**src/design/mf3_pkg.sv**
```systemverilog
// shared types, constants and compare helpers for the 3x3 median filter
// no dependencies; imported by every module of the block
package mf3_pkg;

	localparam int SAMPLE_WIDTH = 16;
	localparam int QUEUE_DEPTH  = 4;
	localparam int QUEUE_AW     = $clog2(QUEUE_DEPTH);

	typedef logic signed [SAMPLE_WIDTH-1:0] sample_t;

	// one column of three vertically adjacent samples
	typedef struct packed {
		sample_t upper;
		sample_t middle;
		sample_t lower;
	} column_t;

	// one window to be reduced to its median
	typedef struct packed {
		column_t left;
		column_t centre;
		column_t right;
		logic    last;
	} job_t;

	typedef struct packed {
		sample_t lo;
		sample_t mi;
		sample_t hi;
	} triple_t;

	function automatic sample_t min2(input sample_t a, input sample_t b);
		return (a < b) ? a : b;
	endfunction

	function automatic sample_t max2(input sample_t a, input sample_t b);
		return (a < b) ? b : a;
	endfunction

	function automatic sample_t min3(input sample_t a, input sample_t b, input sample_t c);
		return min2(min2(a, b), c);
	endfunction

	function automatic sample_t max3(input sample_t a, input sample_t b, input sample_t c);
		return max2(max2(a, b), c);
	endfunction

	function automatic sample_t med3(input sample_t a, input sample_t b, input sample_t c);
		return max2(min2(a, b), min2(max2(a, b), c));
	endfunction

	function automatic triple_t sort3(input column_t col);
		triple_t t;
		t.lo = min3(col.upper, col.middle, col.lower);
		t.mi = med3(col.upper, col.middle, col.lower);
		t.hi = max3(col.upper, col.middle, col.lower);
		return t;
	endfunction

endpackage

```
**src/design/mf3_front.sv**
```systemverilog
// front end: accepts columns, keeps the two previous columns and the row
// position, and turns each column into zero, one or two windows; uses mf3_pkg
module mf3_front (
	input  logic             clk,
	input  logic             arst_n,
	input  logic             col_valid,
	output logic             col_ready,
	input  mf3_pkg::sample_t upper_sample,
	input  mf3_pkg::sample_t middle_sample,
	input  mf3_pkg::sample_t lower_sample,
	input  logic             row_end,
	input  logic             queue_full,
	output logic             push,
	output mf3_pkg::job_t    push_job
);
	import mf3_pkg::*;

	column_t    older_q;
	column_t    newer_q;
	logic [1:0] seen_q;
	logic       pend_q;
	job_t       pend_job_q;

	column_t cur;
	job_t    job_a;
	logic    accept;
	logic    push_a;
	logic    row_start;

	assign cur.upper  = upper_sample;
	assign cur.middle = middle_sample;
	assign cur.lower  = lower_sample;

	assign col_ready = !pend_q && !queue_full;
	assign accept    = col_valid && col_ready;
	assign row_start = (seen_q == 2'd0);

	always_comb begin
		job_a.right = cur;
		priority if (row_start) begin
			// one-column row: the column stands in for both neighbours
			job_a.left   = cur;
			job_a.centre = cur;
		end else if (seen_q == 2'd1) begin
			job_a.left   = newer_q;
			job_a.centre = newer_q;
		end else begin
			job_a.left   = older_q;
			job_a.centre = newer_q;
		end
		job_a.last = row_start;
	end

	assign push_a   = accept && (!row_start || row_end);
	assign push     = push_a || (pend_q && !queue_full);
	assign push_job = pend_q ? pend_job_q : job_a;

	// right edge window is held and queued after the previous column's window
	always_ff @(posedge clk) begin
		if (accept && row_end && !row_start) begin
			pend_job_q.left   <= newer_q;
			pend_job_q.centre <= cur;
			pend_job_q.right  <= cur;
			pend_job_q.last   <= 1'b1;
		end
	end

	always_ff @(posedge clk or negedge arst_n) begin
		if (!arst_n) begin
			pend_q  <= 1'b0;
			older_q <= '0;
			newer_q <= '0;
			seen_q  <= 2'd0;
		end else begin
			if (accept && row_end && !row_start) begin
				pend_q <= 1'b1;
			end else if (pend_q && !queue_full) begin
				pend_q <= 1'b0;
			end
			if (accept) begin
				if (row_end) begin
					seen_q <= 2'd0;
				end else if (row_start) begin
					newer_q <= cur;
					seen_q  <= 2'd1;
				end else begin
					older_q <= newer_q;
					newer_q <= cur;
					seen_q  <= 2'd2;
				end
			end
		end
	end

endmodule

```
**src/design/mf3_queue.sv**
```systemverilog
// short window queue between front end and median pipeline
// uses mf3_pkg for the entry type and depth
module mf3_queue (
	input  logic          clk,
	input  logic          arst_n,
	input  logic          push,
	input  mf3_pkg::job_t push_job,
	output logic          full,
	input  logic          pop,
	output logic          not_empty,
	output mf3_pkg::job_t pop_job
);
	import mf3_pkg::*;

	job_t                entry_q [QUEUE_DEPTH];
	logic [QUEUE_AW-1:0] wr_ptr_q;
	logic [QUEUE_AW-1:0] rd_ptr_q;
	logic [QUEUE_AW:0]   count_q;
	logic                do_push;
	logic                do_pop;

	localparam logic [QUEUE_AW:0]   FULL_COUNT = (QUEUE_AW+1)'(QUEUE_DEPTH);
	localparam logic [QUEUE_AW-1:0] LAST_PTR   = QUEUE_AW'(QUEUE_DEPTH - 1);

	assign full      = (count_q == FULL_COUNT);
	assign not_empty = (count_q != '0);
	assign do_push   = push && !full;
	assign do_pop    = pop && not_empty;
	assign pop_job   = entry_q[rd_ptr_q];

	always_ff @(posedge clk) begin
		if (do_push) begin
			entry_q[wr_ptr_q] <= push_job;
		end
	end

	always_ff @(posedge clk or negedge arst_n) begin
		if (!arst_n) begin
			wr_ptr_q <= '0;
			rd_ptr_q <= '0;
			count_q  <= '0;
		end else begin
			if (do_push) begin
				wr_ptr_q <= (wr_ptr_q == LAST_PTR) ? '0 : wr_ptr_q + 1'b1;
			end
			if (do_pop) begin
				rd_ptr_q <= (rd_ptr_q == LAST_PTR) ? '0 : rd_ptr_q + 1'b1;
			end
			unique case ({do_push, do_pop})
				2'b10:   count_q <= count_q + 1'b1;
				2'b01:   count_q <= count_q - 1'b1;
				default: count_q <= count_q;
			endcase
		end
	end

endmodule

```
**src/design/mf3_back.sv**
```systemverilog
// median pipeline: sort each column, reduce to max-of-lows, median-of-mids
// and min-of-highs, then take their median into the output register; uses mf3_pkg
module mf3_back (
	input  logic             clk,
	input  logic             arst_n,
	input  logic             job_avail,
	input  mf3_pkg::job_t    job,
	output logic             job_pop,
	output logic             res_valid,
	input  logic             res_ready,
	output mf3_pkg::sample_t median_value,
	output logic             last_of_row
);
	import mf3_pkg::*;

	triple_t left_s1;
	triple_t centre_s1;
	triple_t right_s1;
	logic    last_s1;
	logic    valid_s1;

	sample_t lo_max_s2;
	sample_t mid_med_s2;
	sample_t hi_min_s2;
	logic    last_s2;
	logic    valid_s2;

	sample_t median_q;
	logic    last_q;
	logic    valid_q;

	logic advance;

	// whole pipeline moves together; it holds only while a result is stalled
	assign advance = !valid_q || res_ready;
	assign job_pop = advance && job_avail;

	always_ff @(posedge clk) begin
		if (advance) begin
			left_s1    <= sort3(job.left);
			centre_s1  <= sort3(job.centre);
			right_s1   <= sort3(job.right);
			last_s1    <= job.last;
			lo_max_s2  <= max3(left_s1.lo, centre_s1.lo, right_s1.lo);
			mid_med_s2 <= med3(left_s1.mi, centre_s1.mi, right_s1.mi);
			hi_min_s2  <= min3(left_s1.hi, centre_s1.hi, right_s1.hi);
			last_s2    <= last_s1;
			median_q   <= med3(lo_max_s2, mid_med_s2, hi_min_s2);
			last_q     <= last_s2;
		end
	end

	always_ff @(posedge clk or negedge arst_n) begin
		if (!arst_n) begin
			valid_s1 <= 1'b0;
			valid_s2 <= 1'b0;
			valid_q  <= 1'b0;
		end else if (advance) begin
			valid_s1 <= job_avail;
			valid_s2 <= valid_s1;
			valid_q  <= valid_s2;
		end
	end

	assign res_valid    = valid_q;
	assign median_value = median_q;
	assign last_of_row  = last_q;

endmodule

```
**src/design/median_filter_3x3_edge_replicate.sv**
```systemverilog
// 3x3 median filter with edge replication, top level
// joins mf3_front, mf3_queue and mf3_back; uses mf3_pkg
//
// Input channel (col_valid/col_ready): one beat is one column of three
// vertically adjacent signed samples, plus row_end on the last column of
// a row. Output channel (res_valid/res_ready): one beat is the median of
// the 3x3 window around one column, with last_of_row on the row's final one.
// The first column of a row gives no result; every later column gives the
// result for the column before it; the row_end column adds the result for
// itself with the edge column repeated. A one-column row gives one result.
// A window passes through the queue, then the s1 sort, s2 reduce and output
// registers; a row_end column's second window follows the first.
// Throughput: one column per cycle while col_ready is high, and one result per
// cycle while res_ready is high; a two-result row_end column drops col_ready.
// Reset clears the stored columns and starts a new row.
// A stalled receiver holds the median pipeline; the four-entry window queue
// keeps taking columns until it fills, then col_ready drops.
module median_filter_3x3_edge_replicate (
	input  logic             clk,
	input  logic             arst_n,
	input  logic             col_valid,
	output logic             col_ready,
	input  mf3_pkg::sample_t upper_sample,
	input  mf3_pkg::sample_t middle_sample,
	input  mf3_pkg::sample_t lower_sample,
	input  logic             row_end,
	output logic             res_valid,
	input  logic             res_ready,
	output mf3_pkg::sample_t median_value,
	output logic             last_of_row
);
	import mf3_pkg::*;

	logic queue_full;
	logic push;
	job_t push_job;
	logic pop;
	logic not_empty;
	job_t pop_job;

	mf3_front u_front (
		.clk           (clk),
		.arst_n        (arst_n),
		.col_valid     (col_valid),
		.col_ready     (col_ready),
		.upper_sample  (upper_sample),
		.middle_sample (middle_sample),
		.lower_sample  (lower_sample),
		.row_end       (row_end),
		.queue_full    (queue_full),
		.push          (push),
		.push_job      (push_job)
	);

	mf3_queue u_queue (
		.clk       (clk),
		.arst_n    (arst_n),
		.push      (push),
		.push_job  (push_job),
		.full      (queue_full),
		.pop       (pop),
		.not_empty (not_empty),
		.pop_job   (pop_job)
	);

	mf3_back u_back (
		.clk          (clk),
		.arst_n       (arst_n),
		.job_avail    (not_empty),
		.job          (pop_job),
		.job_pop      (pop),
		.res_valid    (res_valid),
		.res_ready    (res_ready),
		.median_value (median_value),
		.last_of_row  (last_of_row)
	);

endmodule
```
**config.mk**
```make
export PLATFORM = sky130hd
export DESIGN_NAME = median_filter_3x3_edge_replicate
export DESIGN_NICKNAME = d
export VERILOG_FILES = /design/src/design/mf3_pkg.sv /design/src/design/mf3_front.sv /design/src/design/mf3_queue.sv /design/src/design/mf3_back.sv /design/src/design/median_filter_3x3_edge_replicate.sv
export SDC_FILE = /design/constraint.sdc
export NUM_CORES = 2
export LEC_CHECK = 0
export ABC_AREA = 1
export BUFFER_PORTS_ARGS = -buffer_cell sky130_fd_sc_hd__buf_4
export CAP_MARGIN = 10
export CORE_MARGIN = 8
export CORE_UTILIZATION = 32
export DETAILED_ROUTE_END_ITERATION = 10
export GPL_TIMING_DRIVEN = 1
export MAX_ROUTING_LAYER = met4
export PLACE_DENSITY = 0.56
export SLEW_MARGIN = 20
export SYNTH_ARGS = -nofsm -noshare
export SYNTH_HDL_FRONTEND = slang
export SYNTH_SLANG_ARGS = --single-unit
```
**constraint.sdc**
```tcl
create_clock -name clk -period 8.9 [get_ports clk]
set_clock_uncertainty 0.1 [all_clocks]
set_input_delay 0.445 -clock clk [delete_from_list [all_inputs] [get_ports clk]]
set_output_delay 0.445 -clock clk [all_outputs]
set_load 0.05 [all_outputs]
```
==> impl_metrics.json <==
{
  "synthTopCellsByArea": "edfxtp_1 52%, nand2_1 9.9%, ha_1 8.3%",
  "cp-start-kind": "flop",
  "reg2reg_slack_ns": 0.59,
  "io_pins": 72,
  "async_flop_share": 0.109,
  "cp_slowest_cell": "o22ai_1",
  "dr_total_vias": 37600,
  "grtUsageTotal": 0.169,
  "crit_path_frequent_cell": "nand2_1",
  "die_x_um": 415,
  "synth_common_cells": "1344 x nand2_1, 887 x edfxtp_1, 661 x o21ai_0, 437 x inv_1, 336 x ha_1",
  "layout_setup_ws_ns": 0.588,
  "area_growth_pct": 13.4,
  "clock_latency_ns": 0.78,
  "synth_seq_cells": 996,
  "status": "finished, final reports clean",
  "drt-wirelength-per-cell_um": 20.2,
  "grt_max_degree": 197,
  "cts.sinks": 996,
  "layout-drive-gt1-share": 0.0644,
  "rr_startpoint": "u_queue.rd_ptr_q[0]",
  "cts_buffers": 107,
  "synth_top_area_cell": "edfxtp_1",
  "path_max_fanout": 96,
  "yosysWarnings": 0,
  "r2r.worst_path.cells": 34,
  "num_rows": 146,
  "hold_path_class": "input port to flop",
  "hold_violations": 0,
  "antenna_found_initial": 4,
  "cts_tree": "yes",
  "cpPeakStageDelay_ns": 0.57,
  "syn_area_mm2": 0.0508,
  "instances_no_fill": 7294,
  "drv_slew": 0,
  "min_from": "res_ready",
  "final_core_utilization": 0.365,
  "die_area_mm2": 0.172,
  "ys_types": 44,
  "synth_ff_type": "edfxtp_1",
  "tns_ns": 0,
  "synth_most_common_cell": "nand2_1",
  "dp_hpwl_mm": 103,
  "period_needed_ns": 8.31,
  "maxCapViolCount": 0,
  "place_congestion": 0.915,
  "clock_path_buffers": 3,
  "drc": 0,
  "drt_iter0_markers": 3402,
  "yosysSeqAreaShare": 0.578,
  "core_mm2": 0.158,
  "whs_path_depth": 4,
  "detailedPlace.worstSlack_ns": 0.452,
  "finalCritPeriodShare": 0.934,
  "syn_nets": 5483,
  "syn_avg_cell_area_um2": 9.98,
  "dp_cells": 7034,
  "grt_pass1_vias": 35100,
  "finalNetCount": 5512,
  "dr.pass1.iters": 6,
  "cp.required_ns": 9.29,
  "slew_headroom": 0.256,
  "worstPathArrival_ns": 8.70,
  "fp.dieH_um": 415,
  "synthCells": 5093,
  "rsz0062_at_grt": "no",
  "synth_top_area_frac": 0.524,
  "root_buffer": "clkbuf_16",
  "endpoint_kind": "flop",
  "portBuffers": 71,
  "holdPathEnd": "u_back.valid_s2",
  "path_clk_slew_ns": 0.07,
  "max_freq_ghz": 0.120,
  "vias_per_cell": 5.15,
  "synth_edf_count": 887,
  "drt.antenna.violating_nets": 0,
  "start_util": 0.322,
  "grt_pass1_wl_mm": 220,
  "h-tree-depth": 3,
  "path_class": "flop to flop",
  "worst_pin_slew_ns": 1.12,
  "finalSetupViolations": 0,
  "grt-ovfl-total": 0,
  "drt-total-wl_mm": 147,
  "reg2reg_to": "u_back.right_s1[29]"
}
layout make-up:
cell class,count,area [µm²]
Antenna cell,6,15.0
Clock buffer,124,2760
Clock inverter,79,766
Fill cell,15600,100000
Inverter,443,1700
Multi-Input combinational cell,3402,19000
Sequential cell,996,29400
Tap cell,2072,2590
Timing Repair Buffer,172,1480
registers in the layout, summed over array words and instances (netlist names), 16 cells and up:
name                 count
u_back.right_s1         48
u_back.lo_max_s2        16
u_back.hi_min_s2        16
u_front.pend_job_q      96
u_front.newer_q         48
u_front.older_q         48
u_back.left_s1          48
u_back.median_value     16
u_back.centre_s1        48
u_queue.entry_q        580
u_back.mid_med_s2       16
worst max path at each step:
stage	endpoint	from	slack, ns
final	u_back.right_s1[29]	u_queue.rd_ptr_q[0]	0.59
after global routing	u_back.right_s1[20]	u_queue.rd_ptr_q[0]	0.01
after CTS	u_back.left_s1[25]	u_queue.rd_ptr_q[1]	0.40
after detailed placement	u_back.left_s1[25]	u_queue.rd_ptr_q[1]	0.45
after global placement	u_back.left_s1[24]	u_queue.rd_ptr_q[1]	0.53
after floorplan	u_queue.entry_q[0][0]	u_queue.count_q[2]	0.17
layout by cell type, fill, tap and decap left out, types with 107 or more instances in the layout:
cell and count:
o21ai_0 652, nor2_1 144, nand2_1 1341, buf_4 115
ha_1 336, edfxtp_1 887, a21oi_1 288, inv_1 434
clkbuf_16 107, nand3_1 255
per-stage QoR:
stage,hold WS [ns],area (µm²)
floorplan,0.0494,50800
global placement,0.315,53500
detailed placement,0.319,53500
CTS,0.00303,57500
global route,0.0434,57600
finish,0.0262,57700
worst max-delay path, delay by kind of cell, from the launching register on:
kind / cells / cell delay (ns)
buffers and inverters: 8 / 2.01
flip-flops: 1 / 0.49
adder cells (fa/ha/maj): 3 / 0.99
AND/OR/NAND/NOR: 15 / 2.04
AO/OA/AOI/OAI: 8 / 2.36
what timing repair did:
action	4_1_cts	5_1_grt
endpoints found under the hold margin	207	0
hold buffers	51	0
gates resized for setup	0	24
setup endpoints to repair	0	48
setup buffers	0	0
metal layers:
| metal | global-route usage | share of wire | up-vias |
|---|---|---|---|
| met1 | 0.227 | 0.45 | 18200 |
| met2 | 0.265 | 0.46 | 1109 |
| li1 | - | - | 18100 |
| met5 | - | 0 | - |
| met3 | 0.0198 | 0.053 | 203 |
| met4 | 0.0585 | 0.038 | 0 |
logic make-up (layout without fill, tap and decap cells):
logic type,after synthesis,after routing,synth area share
AOI/OAI and AO/OA,1243,1243,0.142
xor gates and xnor gates,7,7,0.00121
adders and majority gates,337,337,0.0831
buffers and inverters,695,818,0.0529
DFF,996,996,0.578
muxes,1,1,0.000197
other,0,6,0
and+or+nand+nor,1814,1814,0.143
Power is not shown: default switching activity piles up to over one toggle a cycle in this logic, so the estimate is an artifact.
